`src/hdl/trfs_pkg.sv`:
```
// Shared types and constants for the thread ready queue with id search.
package trfs_pkg;

   localparam int FIELD_W         = 16;
   localparam int OCC_W           = 5;
   localparam int CMD_W           = 2;
   localparam int STATUS_W        = 2;
   localparam int DEF_QUEUE_DEPTH = 16;
   localparam int DEF_ID_WIDTH    = 16;

   typedef enum logic [CMD_W-1:0] {
      CMD_ENQ  = 2'd0,
      CMD_DEQ  = 2'd1,
      CMD_FIND = 2'd2
   } cmd_type;

   typedef enum logic [STATUS_W-1:0] {
      STAT_OK   = 2'd0,
      STAT_MISS = 2'd1,
      STAT_FULL = 2'd2
   } status_type;

   typedef enum logic [1:0] {
      S_IDLE,
      S_EXEC,
      S_SCAN,
      S_DONE
   } state_type;

   typedef struct packed {
      logic                 valid;
      status_type           status;
      logic [FIELD_W-1:0]   handle;
      logic [FIELD_W-1:0]   entry_id;
      logic [OCC_W-1:0]     occupancy;
      logic                 is_empty;
   } resp_type;

endpackage

```
`src/hdl/trfs_entry_ram.sv`:
```
// Entry storage: one write port, one registered read port.
module trfs_entry_ram import trfs_pkg::*; #(
   parameter int DEPTH = DEF_QUEUE_DEPTH,
   parameter int WIDTH = 2 * FIELD_W
) (
   input  logic                     clock,
   input  logic                     wr_en,
   input  logic [$clog2(DEPTH)-1:0] wr_addr,
   input  logic [WIDTH-1:0]         wr_data,
   input  logic [$clog2(DEPTH)-1:0] rd_addr,
   output logic [WIDTH-1:0]         rd_data
);

   logic [WIDTH-1:0] mem [DEPTH];
   logic [WIDTH-1:0] rd_data_ff;

   always_ff @(posedge clock) begin
      if (wr_en) begin
         mem[wr_addr] <= wr_data;
      end
      rd_data_ff <= mem[rd_addr];
   end

   assign rd_data = rd_data_ff;

endmodule

```
`src/hdl/trfs_seq.sv`:
```
// Command sequencer: ring pointers, occupancy and the serial id compare.
module trfs_seq import trfs_pkg::*; #(
   parameter int QUEUE_DEPTH = DEF_QUEUE_DEPTH,
   parameter int ID_WIDTH    = DEF_ID_WIDTH
) (
   input  logic               clock,
   input  logic               reset,
   input  logic               req_valid,
   output logic               req_ready,
   input  logic [CMD_W-1:0]   req_cmd,
   input  logic [FIELD_W-1:0] req_thread_id,
   input  logic [FIELD_W-1:0] req_handle,
   output resp_type           res,
   input  logic               res_take
);

   localparam int IdBits = (ID_WIDTH < FIELD_W) ? ID_WIDTH : FIELD_W;
   localparam int IdxW   = $clog2(QUEUE_DEPTH);
   localparam int CntW   = $clog2(QUEUE_DEPTH + 1);
   localparam int EntW   = IdBits + FIELD_W;

   state_type          state_ff, state_in;
   cmd_type            cmd_ff, cmd_in;
   logic [IdBits-1:0]  key_ff, key_in;
   logic [FIELD_W-1:0] hdl_ff, hdl_in;
   logic [IdxW-1:0]    head_ff, head_in;
   logic [IdxW-1:0]    tail_ff, tail_in;
   logic [CntW-1:0]    count_ff, count_in;
   logic [IdxW-1:0]    pos_ff, pos_in;
   logic [CntW-1:0]    left_ff, left_in;
   status_type         res_status_ff, res_status_in;
   logic [FIELD_W-1:0] res_handle_ff, res_handle_in;
   logic [FIELD_W-1:0] res_id_ff, res_id_in;

   logic               wr_en;
   logic               done_valid;
   logic [EntW-1:0]    rd_data;
   logic [IdBits-1:0]  rd_id;
   logic [FIELD_W-1:0] rd_handle;

   function automatic logic [IdxW-1:0] next_idx(input logic [IdxW-1:0] i);
      return (i == IdxW'(QUEUE_DEPTH - 1)) ? '0 : i + IdxW'(1);
   endfunction

   trfs_entry_ram #(
      .DEPTH (QUEUE_DEPTH),
      .WIDTH (EntW)
   ) u_ram (
      .clock   (clock),
      .wr_en   (wr_en),
      .wr_addr (tail_ff),
      .wr_data ({key_ff, hdl_ff}),
      .rd_addr (pos_in),
      .rd_data (rd_data)
   );

   assign rd_id     = rd_data[EntW-1:FIELD_W];
   assign rd_handle = rd_data[FIELD_W-1:0];

   always_ff @(posedge clock) begin
      if (reset) begin
         state_ff <= S_IDLE;
         head_ff  <= '0;
         tail_ff  <= '0;
         count_ff <= '0;
      end else begin
         state_ff <= state_in;
         head_ff  <= head_in;
         tail_ff  <= tail_in;
         count_ff <= count_in;
      end
   end

   always_ff @(posedge clock) begin
      cmd_ff        <= cmd_in;
      key_ff        <= key_in;
      hdl_ff        <= hdl_in;
      pos_ff        <= pos_in;
      left_ff       <= left_in;
      res_status_ff <= res_status_in;
      res_handle_ff <= res_handle_in;
      res_id_ff     <= res_id_in;
   end

   always_comb begin
      state_in      = state_ff;
      cmd_in        = cmd_ff;
      key_in        = key_ff;
      hdl_in        = hdl_ff;
      head_in       = head_ff;
      tail_in       = tail_ff;
      count_in      = count_ff;
      pos_in        = pos_ff;
      left_in       = left_ff;
      res_status_in = res_status_ff;
      res_handle_in = res_handle_ff;
      res_id_in     = res_id_ff;
      wr_en         = 1'b0;
      req_ready     = 1'b0;
      done_valid    = 1'b0;

      unique case (state_ff)
         S_IDLE: begin
            req_ready = 1'b1;
            if (req_valid) begin
               cmd_in   = cmd_type'(req_cmd);
               key_in   = req_thread_id[IdBits-1:0];
               hdl_in   = req_handle;
               state_in = S_EXEC;
            end
         end
         S_EXEC: begin
            res_status_in = STAT_OK;
            res_handle_in = '0;
            res_id_in     = '0;
            pos_in        = head_ff;
            left_in       = count_ff;
            state_in      = S_DONE;
            unique case (cmd_ff) inside
               CMD_ENQ: begin
                  if (count_ff == CntW'(QUEUE_DEPTH)) begin
                     res_status_in = STAT_FULL;
                  end else begin
                     wr_en    = 1'b1;
                     tail_in  = next_idx(tail_ff);
                     count_in = count_ff + CntW'(1);
                  end
               end
               CMD_DEQ, CMD_FIND: begin
                  if (count_ff == '0) begin
                     res_status_in = STAT_MISS;
                  end else begin
                     state_in = S_SCAN;
                  end
               end
               default: begin
               end
            endcase
         end
         S_SCAN: begin
            // dequeue takes the head entry unconditionally
            if (cmd_ff == CMD_DEQ || rd_id == key_ff) begin
               res_id_in     = FIELD_W'(rd_id);
               res_handle_in = rd_handle;
               state_in      = S_DONE;
               if (cmd_ff == CMD_DEQ) begin
                  head_in  = next_idx(head_ff);
                  count_in = count_ff - CntW'(1);
               end
            end else if (left_ff == CntW'(1)) begin
               res_status_in = STAT_MISS;
               state_in      = S_DONE;
            end else begin
               pos_in  = next_idx(pos_ff);
               left_in = left_ff - CntW'(1);
            end
         end
         S_DONE: begin
            done_valid = 1'b1;
            if (res_take) begin
               state_in = S_IDLE;
            end
         end
         default: begin
            state_in = S_IDLE;
         end
      endcase
   end

   assign res.valid     = done_valid;
   assign res.status    = res_status_ff;
   assign res.handle    = res_handle_ff;
   assign res.entry_id  = res_id_ff;
   assign res.occupancy = OCC_W'(count_ff);
   assign res.is_empty  = (count_ff == '0);

endmodule

```
`src/hdl/thread_ready_fifo_with_id_search_unit.sv`:
```
// Top level of the thread ready queue with id search.
//
// Bounded FIFO of QUEUE_DEPTH (thread id, handle) entries kept in a ring
// buffer RAM with one write and one registered read port. Enqueue, and a
// dequeue or lookup on an empty queue, go from the execute state straight
// to the done state; a dequeue from a non-empty queue passes through the
// scan state on the head entry. Lookup walks the RAM read port one entry
// per cycle from the oldest entry, up to the first match or, on a miss,
// through the whole occupancy. One request is in work at a time; a
// finished result sits in an output register, and the next request is
// accepted while it waits. When that register is still held by a low
// rsp_ready, the next finished result waits in the sequencer and the input
// stalls until the register frees. Thread ids are compared on their low
// ID_WIDTH bits (at most FIELD_W).
module thread_ready_fifo_with_id_search_unit import trfs_pkg::*; #(
   parameter int QUEUE_DEPTH = DEF_QUEUE_DEPTH,
   parameter int ID_WIDTH    = DEF_ID_WIDTH
) (
   input  logic                clock,
   input  logic                reset,
   input  logic                req_valid,
   output logic                req_ready,
   input  logic [CMD_W-1:0]    req_cmd,
   input  logic [FIELD_W-1:0]  req_thread_id,
   input  logic [FIELD_W-1:0]  req_handle,
   output logic                rsp_valid,
   input  logic                rsp_ready,
   output logic [STATUS_W-1:0] rsp_status,
   output logic [FIELD_W-1:0]  rsp_out_handle,
   output logic [FIELD_W-1:0]  rsp_out_thread_id,
   output logic [OCC_W-1:0]    rsp_occupancy,
   output logic                rsp_is_empty
);

   resp_type            res;
   logic                res_take;
   logic                rsp_valid_ff, rsp_valid_in;
   logic [STATUS_W-1:0] status_ff;
   logic [FIELD_W-1:0]  handle_ff;
   logic [FIELD_W-1:0]  id_ff;
   logic [OCC_W-1:0]    occ_ff;
   logic                empty_ff;

   trfs_seq #(
      .QUEUE_DEPTH (QUEUE_DEPTH),
      .ID_WIDTH    (ID_WIDTH)
   ) u_seq (
      .clock         (clock),
      .reset         (reset),
      .req_valid     (req_valid),
      .req_ready     (req_ready),
      .req_cmd       (req_cmd),
      .req_thread_id (req_thread_id),
      .req_handle    (req_handle),
      .res           (res),
      .res_take      (res_take)
   );

   assign res_take = res.valid && (!rsp_valid_ff || rsp_ready);

   always_comb begin
      rsp_valid_in = rsp_valid_ff;
      if (res_take) begin
         rsp_valid_in = 1'b1;
      end else if (rsp_ready) begin
         rsp_valid_in = 1'b0;
      end
   end

   always_ff @(posedge clock) begin
      if (reset) begin
         rsp_valid_ff <= 1'b0;
      end else begin
         rsp_valid_ff <= rsp_valid_in;
      end
   end

   always_ff @(posedge clock) begin
      if (res_take) begin
         status_ff <= res.status;
         handle_ff <= res.handle;
         id_ff     <= res.entry_id;
         occ_ff    <= res.occupancy;
         empty_ff  <= res.is_empty;
      end
   end

   assign rsp_valid         = rsp_valid_ff;
   assign rsp_status        = status_ff;
   assign rsp_out_handle    = handle_ff;
   assign rsp_out_thread_id = id_ff;
   assign rsp_occupancy     = occ_ff;
   assign rsp_is_empty      = empty_ff;

endmodule
```
`config.mk`:
```
export PLATFORM = sky130hd
export DESIGN_NAME = thread_ready_fifo_with_id_search_unit
export DESIGN_NICKNAME = d
export VERILOG_FILES = /design/src/hdl/trfs_pkg.sv /design/src/hdl/trfs_entry_ram.sv /design/src/hdl/trfs_seq.sv /design/src/hdl/thread_ready_fifo_with_id_search_unit.sv
export SDC_FILE = /design/constraint.sdc
export NUM_CORES = 1
export LEC_CHECK = 0
export BUFFER_PORTS_ARGS = -buffer_cell sky130_fd_sc_hd__buf_2
export CORE_MARGIN = 2
export CORE_UTILIZATION = 66
export DETAILED_ROUTE_END_ITERATION = 10
export GPL_TIMING_DRIVEN = 0
export PLACE_DENSITY = 0.82
export SLEW_MARGIN = 20
export SYNTH_ARGS = -nofsm -noshare
export SYNTH_HDL_FRONTEND = slang
export SYNTH_SLANG_ARGS = --single-unit
```
`constraint.sdc`:
```
create_clock -name clock -period 8 [get_ports clock]
set_clock_uncertainty 0.2 [all_clocks]
set_input_delay 1.2 -clock clock [delete_from_list [all_inputs] [get_ports clock]]
set_output_delay 1.2 -clock clock [all_outputs]
set_load 0.03 [all_outputs]
```
## Word-level counts from Yosys, hierarchy flattened

Memory sizes are Yosys's and may differ from the RTL's. A register that Yosys moved wholly into a read port is not among the register bits.
Cells that the tools add are included.
W data, S select, Z words.

| word-level totals | value |
|---|---|
| output and inout port bits | 42 |
| memories kept | 1 |
| bits of input ports | 38 |
| bits in writable memories | 512 |
| register bits | 133 |

| cells by class | value |
|---|---|
| multiplexer cells | 40 |
| bitwise logic cells | 1 |
| $add $sub $neg | 6 |
| reduce and logical (&&, ||, !) cells | 18 |
| equality and inequality tests | 21 |

Memory list:

| memory | words | width | read ports | clocked after Yosys merged registers in | wr ports | RTL line | text |
|---|---|---|---|---|---|---|---|
| u_seq.u_ram.mem | 16 | 32 | 1 | 1 | 1 | trfs_entry_ram.sv:14 | `logic [WIDTH-1:0] mem [DEPTH];` |

Operator list:

| kind | number |
|---|---|
| $pmux W16 S2 | 2 |
| $mux W16 | 2 |
| $mux W5 | 6 |
| $mux W4 | 5 |
| $pmux W5 S2 | 2 |
| $eq A16 B16 Y1 | 1 |
| $mux W2 | 8 |
| $reduce_and A3 Y1 | 5 |
| $add A4 B1 Y4 const B | 3 |
| $eq A4 B4 Y1 const B | 3 |
| $mux W1 | 11 |
| $ne A2 B2 Y1 const B | 5 |
| $sub A5 B1 Y5 const B | 2 |
| $ne A2 B1 Y1 const B | 4 |
| $pmux W2 S2 | 2 |
| $pmux W2 S4 | 1 |
| $pmux W4 S2 | 1 |
| $eq A2 B2 Y1 const B | 3 |
| $add A5 B1 Y5 const B | 1 |
| $eq A5 B1 Y1 const B | 1 |
| $eq A5 B5 Y1 const B | 1 |
| $logic_not A5 Y1 | 1 |
| $reduce_and A5 Y1 | 1 |
| $eq A2 B1 Y1 const B | 2 |
| 9 further kinds | 13 |

## Longest topological paths before layout

| depth | value |
|---|---|
| depth in word-level cells | 6 |
| gate-level depth with buffers | 13 |

## Modules after synthesis

A second synthesis with hierarchy kept.

| second synthesis, totals | value |
|---|---|
| cell total of the unflattened synthesis | 1186 |
| area total of the unflattened synthesis | 25106.6 um^2 |

By module, submodules not included:

| module | area each (um^2) | times used | cells each |
|---|---|---|---|
| trfs_entry_ram | 19835.3 | 1 | 838 |
| trfs_seq | 4015.1 | 1 | 303 |
| thread_ready_fifo_with_id_search_unit | 1256.2 | 1 | 45 |

## Worst setup path before layout

No wires, ideal clock.

| timing | value |
|---|---|
| kind | register to register |
| from | register u_seq.state_ff[1] |
| to | memory u_seq.u_ram.mem[3][0] (netlist bit) (enable) |
| arrival | 3526 ps |
| cell stages (with the launch flop) | 8 |
| period minus slack after synthesis | 4187 ps |
| data required time | 7339 ps |
| path slack | 3813 ps |
| library setup time | 461 ps |
| cells stage by stage | dfxtp_1 inv_1 ha_1 clkbuf_1 and3_1 clkbuf_1 nand2_1 nor3_1 |

| between the ends | value |
|---|---|
| cells in the longest elaborated chain, start to end | 4 |

Ends and longest elaborated chain:

| what | RTL line | text |
|---|---|---|
| start: declaration | trfs_seq.sv:22 | `state_type state_ff, state_in;` |
| start signal: assignment | trfs_seq.sv:67 | `state_ff <= state_in;` |
| $eq A2 B1 Y1 | trfs_seq.sv:102 | `unique case (state_ff)` |
| $mux W1 | trfs_seq.sv:102 |  |
| $mux W1 | trfs_entry_ram.sv:18 | `if (wr_en) begin` |
| $mux W1 (implied by the code) | trfs_entry_ram.sv:19 | `mem[wr_addr] <= wr_data;` |
| end: declaration | trfs_entry_ram.sv:14 |  |

No other way between the ends.

## Final worst setup path

| timing | value |
|---|---|
| from | register u_seq.key_ff[2] |
| to | register u_seq.u_ram.rd_data_ff[25] (netlist: u_seq.u_ram.rd_data[25]) (read register of u_seq.u_ram.mem) |

| between the ends | value |
|---|---|
| cells in the longest elaborated chain, start to end | 4 |

Ends and longest elaborated chain:

| what | RTL line | text |
|---|---|---|
| start: declaration | trfs_seq.sv:24 | `logic [IdBits-1:0] key_ff, key_in;` |
| start signal: assignment | trfs_seq.sv:76 | `key_ff <= key_in;` |
| $eq A16 B16 Y1 | trfs_seq.sv:142 | `if (cmd_ff == CMD_DEQ \|\| rd_id == key_ff) begin` |
| $logic_or A1 B1 Y1 | trfs_seq.sv:142 |  |
| $mux W4 | trfs_seq.sv:142 |  |
| $pmux W4 S2 | trfs_seq.sv:102 |  |
| end: declaration | trfs_entry_ram.sv:15 | `logic [WIDTH-1:0] rd_data_ff;` |

No other way between the ends.
A chain may end at the register's enable or synchronous reset.

==> summary.md <==
| Metric | Value |
|---|---|
| P per Cell Area | 342 nW/um2 |
| Post-synthesis cell count | ~1800 |
| RSZ-0062 raised after global routing | no |
| Worst Hold Path EP | rsp_out_handle[6] |
| Final WL | 65900 um |
| Delay-heaviest family, CP | compound AO/OA/AOI/OAI gates |
| Type of the worst setup path | reg -> reg |
| Post-CTS setup buffers | 0 |
| Dpl ws | about 3.4 ns |
| Placeable Area | 38700 um2 |
| # DRC | 0 |
| Synth Cell Area | 25900 um2 |
| FF-to-FF setup slack | 3.31 ns |
| Post-synth top area cell | edfxtp_1 |
| Row count | 72 |
| Commonest cells in the netlist | edfxtp_1 (625), nand2_1 (311), a21oi_1 (270) |
| Die height | 202 um |
| Vias in the first global route | 16500 |
| Status | completed |
| Setup violators final | 0 |
| Critical path startpoint | u_seq.key_ff[2] |
| First-pass GRT wire length | 97500 um |
| Sum of negative setup slack | 0 ns |
| Clk sinks | 677 |
| RR Startpoint | u_seq.key_ff[2] |
| Clk Latency, worst-skew pair | 0.59 ns |
| CP max stage cell | edfxtp_1 |
| CP peak stage delay | 0.69 ns |
| Hold Crit Depth | 0 |
| RR Endpoint | u_seq.u_ram.rd_data[25] |
| Final Worst Setup Slack | 3.31 ns |
| Met1 Use GR | a little over two fifths |
| Final Util | approximately 77% |
| Worst hold path type | reg -> reg |
| Syn_area_per_cell | between 10 and 15 um2 |
| Peak VDD IR | 0.000229 V |
| M2 GR Usage | 52.5% |
| Yosys Warn Count | 0 |
| Max Cap Viol | 0 |
| Arrival time at the worst endpoint | between 4 and 5 ns |
| Most common cell in the netlist | edfxtp_1 |
| Non-filler instance count after layout | 2505 |
| Leak | around 10 nW |
| Ys flop type | edfxtp_1 |
| Average wire per standard cell | 26.3 um |
| Die area | 40900 um2 |
| Fin crit period | 4.69 ns |
| CP Buf/Inv Count | 2 |
| Die Span X | 202 um |
| Number of H-tree levels | 3 |
| 1st-iter DRT viols | around 2500 |
| Synth cell types | 51 |
| Layout cells sized above 1 | 17.5% |
| Routing usage on met3 | 7.77% |
| Num CTS Buffers | 66 |
| GR Overflow Total | 0 |
| PortBufs | approximately 80 |
| Period utilisation layout | 58.7% |
| Post-synthesis sequential area ratio | between 70 and 80% |
| Fin Hold WS | 0.218 ns |
| Largest net degree at the start of global routing | 23 |
| Dpl cell area | 27600 um2 |
| CP endpoint kind | flop |
| Critical Path Source Type | flop |
| Post-layout instance area | about 30000 um2 |
| 1st-pass router iterations | 6 |
| Final hold vios | 0 |
| Worst path cell trace | xnor2_1, nand4_1, nor4_4, nor3_2, a221oi_2, buf_2, clkbuf_1, a21oi_1, a22oi_1, a22oi_2, o211ai_1 |
| CTS clk-pin slew, worst paths | 0.06 ns |
| Critical-path maximum fanout | 17 |
| Final Max Tran Viols | 0 |
| Share of the synthesized area in the top cell type | ~72% |
| Ys async rst share | 0% |
| Fmax | approximately 0.21 GHz |
| Total power | 10.2 mW |
| Critical Path RT | ~8.3 ns |
| Total track usage | 32.5% |
| Starting Density | 66.9% |
| Gpl congestion | 0.857 |
| Clock Path Buffers | 3 |
| Area growth syn-to-layout | 15.0% |
| Count of flip-flops with a built-in enable after synthesis | between 600 and 700 |
| CTS resizes | 0 |
| Hold_sp | u_seq.res_handle_ff[6] |
| GRT busiest layer | met2 |
| R2r worst-path depth | 11 |
| ANT nets after route | 0 |
| Dpl cells | about 2400 |
| Synth top area cells | edfxtp_1 (72%), a21oi_1 (5.2%), nand2_1 (4.5%), dfxtp_1 (4.0%), a22oi_1 (2.8%) |
| Final nets | about 2000 |
| Via count | between 15000 and 20000 |
| CTS tree | built |
| IO Count | 80 |
| DPL Wire Length | ~42000 um |
| Initial antenna violation count | 1 |
| Max-slew headroom | between 40% and 50% |
| Mapped Nets | 1815 |
| Vias per inst | approximately 6.6 |
| Root buffer cell | clkbuf_16 |
| Flops & latches, synth | 677 |
| Slew @ Worst Pin | 0.861 ns |
| # hold bufs at CTS | 0 |
worst max path at each step:
stage / end / slack (ns) / cells past startpoint
floorplan: u_seq.u_ram.mem[3][0] / 3.81 / 7
global placement: u_seq.u_ram.mem[1][30] / 1.50 / 7
detailed placement: u_seq.u_ram.rd_data[2] / 3.45 / 9
CTS: u_seq.u_ram.rd_data[2] / 3.43 / 9
global route: u_seq.u_ram.rd_data[22] / 3.15 / 11
finish: u_seq.u_ram.rd_data[25] / 3.31 / 11
sequential cells by signal, indices dropped and copies added, names as in the netlist, 4 cells and up:
register and count:
u_seq.tail_ff 4, rsp_out_thread_id 16, u_seq.res_handle_ff 16, u_seq.head_ff 4
u_seq.left_ff 5, u_seq.u_ram.mem 512, rsp_out_handle 16, u_seq.hdl_ff 16
u_seq.res_id_ff 16, u_seq.key_ff 16, rsp_occupancy 5, u_seq.u_ram.rd_data 32
u_seq.count_ff 5, u_seq.pos_ff 4
routing by layer:
metal	wire, um	vias up
met2	31700	1317
met4	2920	2
met1	23300	7965
met5	13	-
li1	-	6958
met3	7980	211
cells in the final DEF, fill, tap and decap left out, drive strengths merged, types with 3 or more instances in the layout:
cell type / synthesis / routed
a22o: 33 / 33
nor2: 38 / 38
nor2b: 3 / 3
buf: 81 / 190
xnor2: 23 / 23
o21ai: 3 / 3
a21oi: 270 / 270
clkinv: 0 / 21
bufinv: 0 / 6
nand4: 5 / 5
nor3: 9 / 9
xor2: 5 / 5
and3: 3 / 3
ha: 18 / 18
inv: 18 / 19
mux2i: 4 / 4
a22oi: 128 / 128
dfxtp: 52 / 52
nand3: 6 / 6
nand2: 311 / 311
and2: 34 / 34
nand2b: 4 / 4
clkbuf: 31 / 120
o211ai: 32 / 32
edfxtp: 625 / 625
layout make-up:
class / instances / area (um2)
clock inverter: 30 / 313
tap: 518 / 648
clock buffer: 89 / 1890
fill: 2067 / 8940
sequential: 677 / 19800
multi-input combinational: 951 / 5580
timing repair buffer: 109 / 890
inverter: 18 / 67.6
buffer: 112 / 592
antenna: 1 / 2.50
worst reg2reg max path, delay by kind of cell, from the launching register on:
family | cells | cell delay (ns)
compound gates | 5 | 1.17
xor+xnor | 1 | 0.42
buf+inv | 2 | 1.02
flops | 1 | 0.69
simple gates | 3 | 1.12
power by group:
group / internal [mW] / total (mW) / switching (mW)
clock: 1.86 / 3.16 / 1.30
combinational: 0.708 / 2.28 / 1.57
sequential: 4.44 / 4.75 / 0.305
kinds of logic (layout without fill, tap and decap cells):
| kind of cell | after synthesis | after routing | synth area share, % |
|---|---|---|---|
| adder cells (fa/ha/maj) | 19 | 19 | 0.946 |
| multiplexers | 4 | 4 | 0.154 |
| AND/OR/NAND/NOR | 418 | 418 | 6.78 |
| other | 0 | 1 | 0 |
| XOR/XNOR | 28 | 28 | 0.946 |
| buffers and inverters | 130 | 358 | 2.54 |
| AO/OA/AOI/OAI | 482 | 482 | 12.2 |
| flip-flops | 677 | 677 | 76.4 |
No activity file was read; power rests on OpenSTA's default activity.
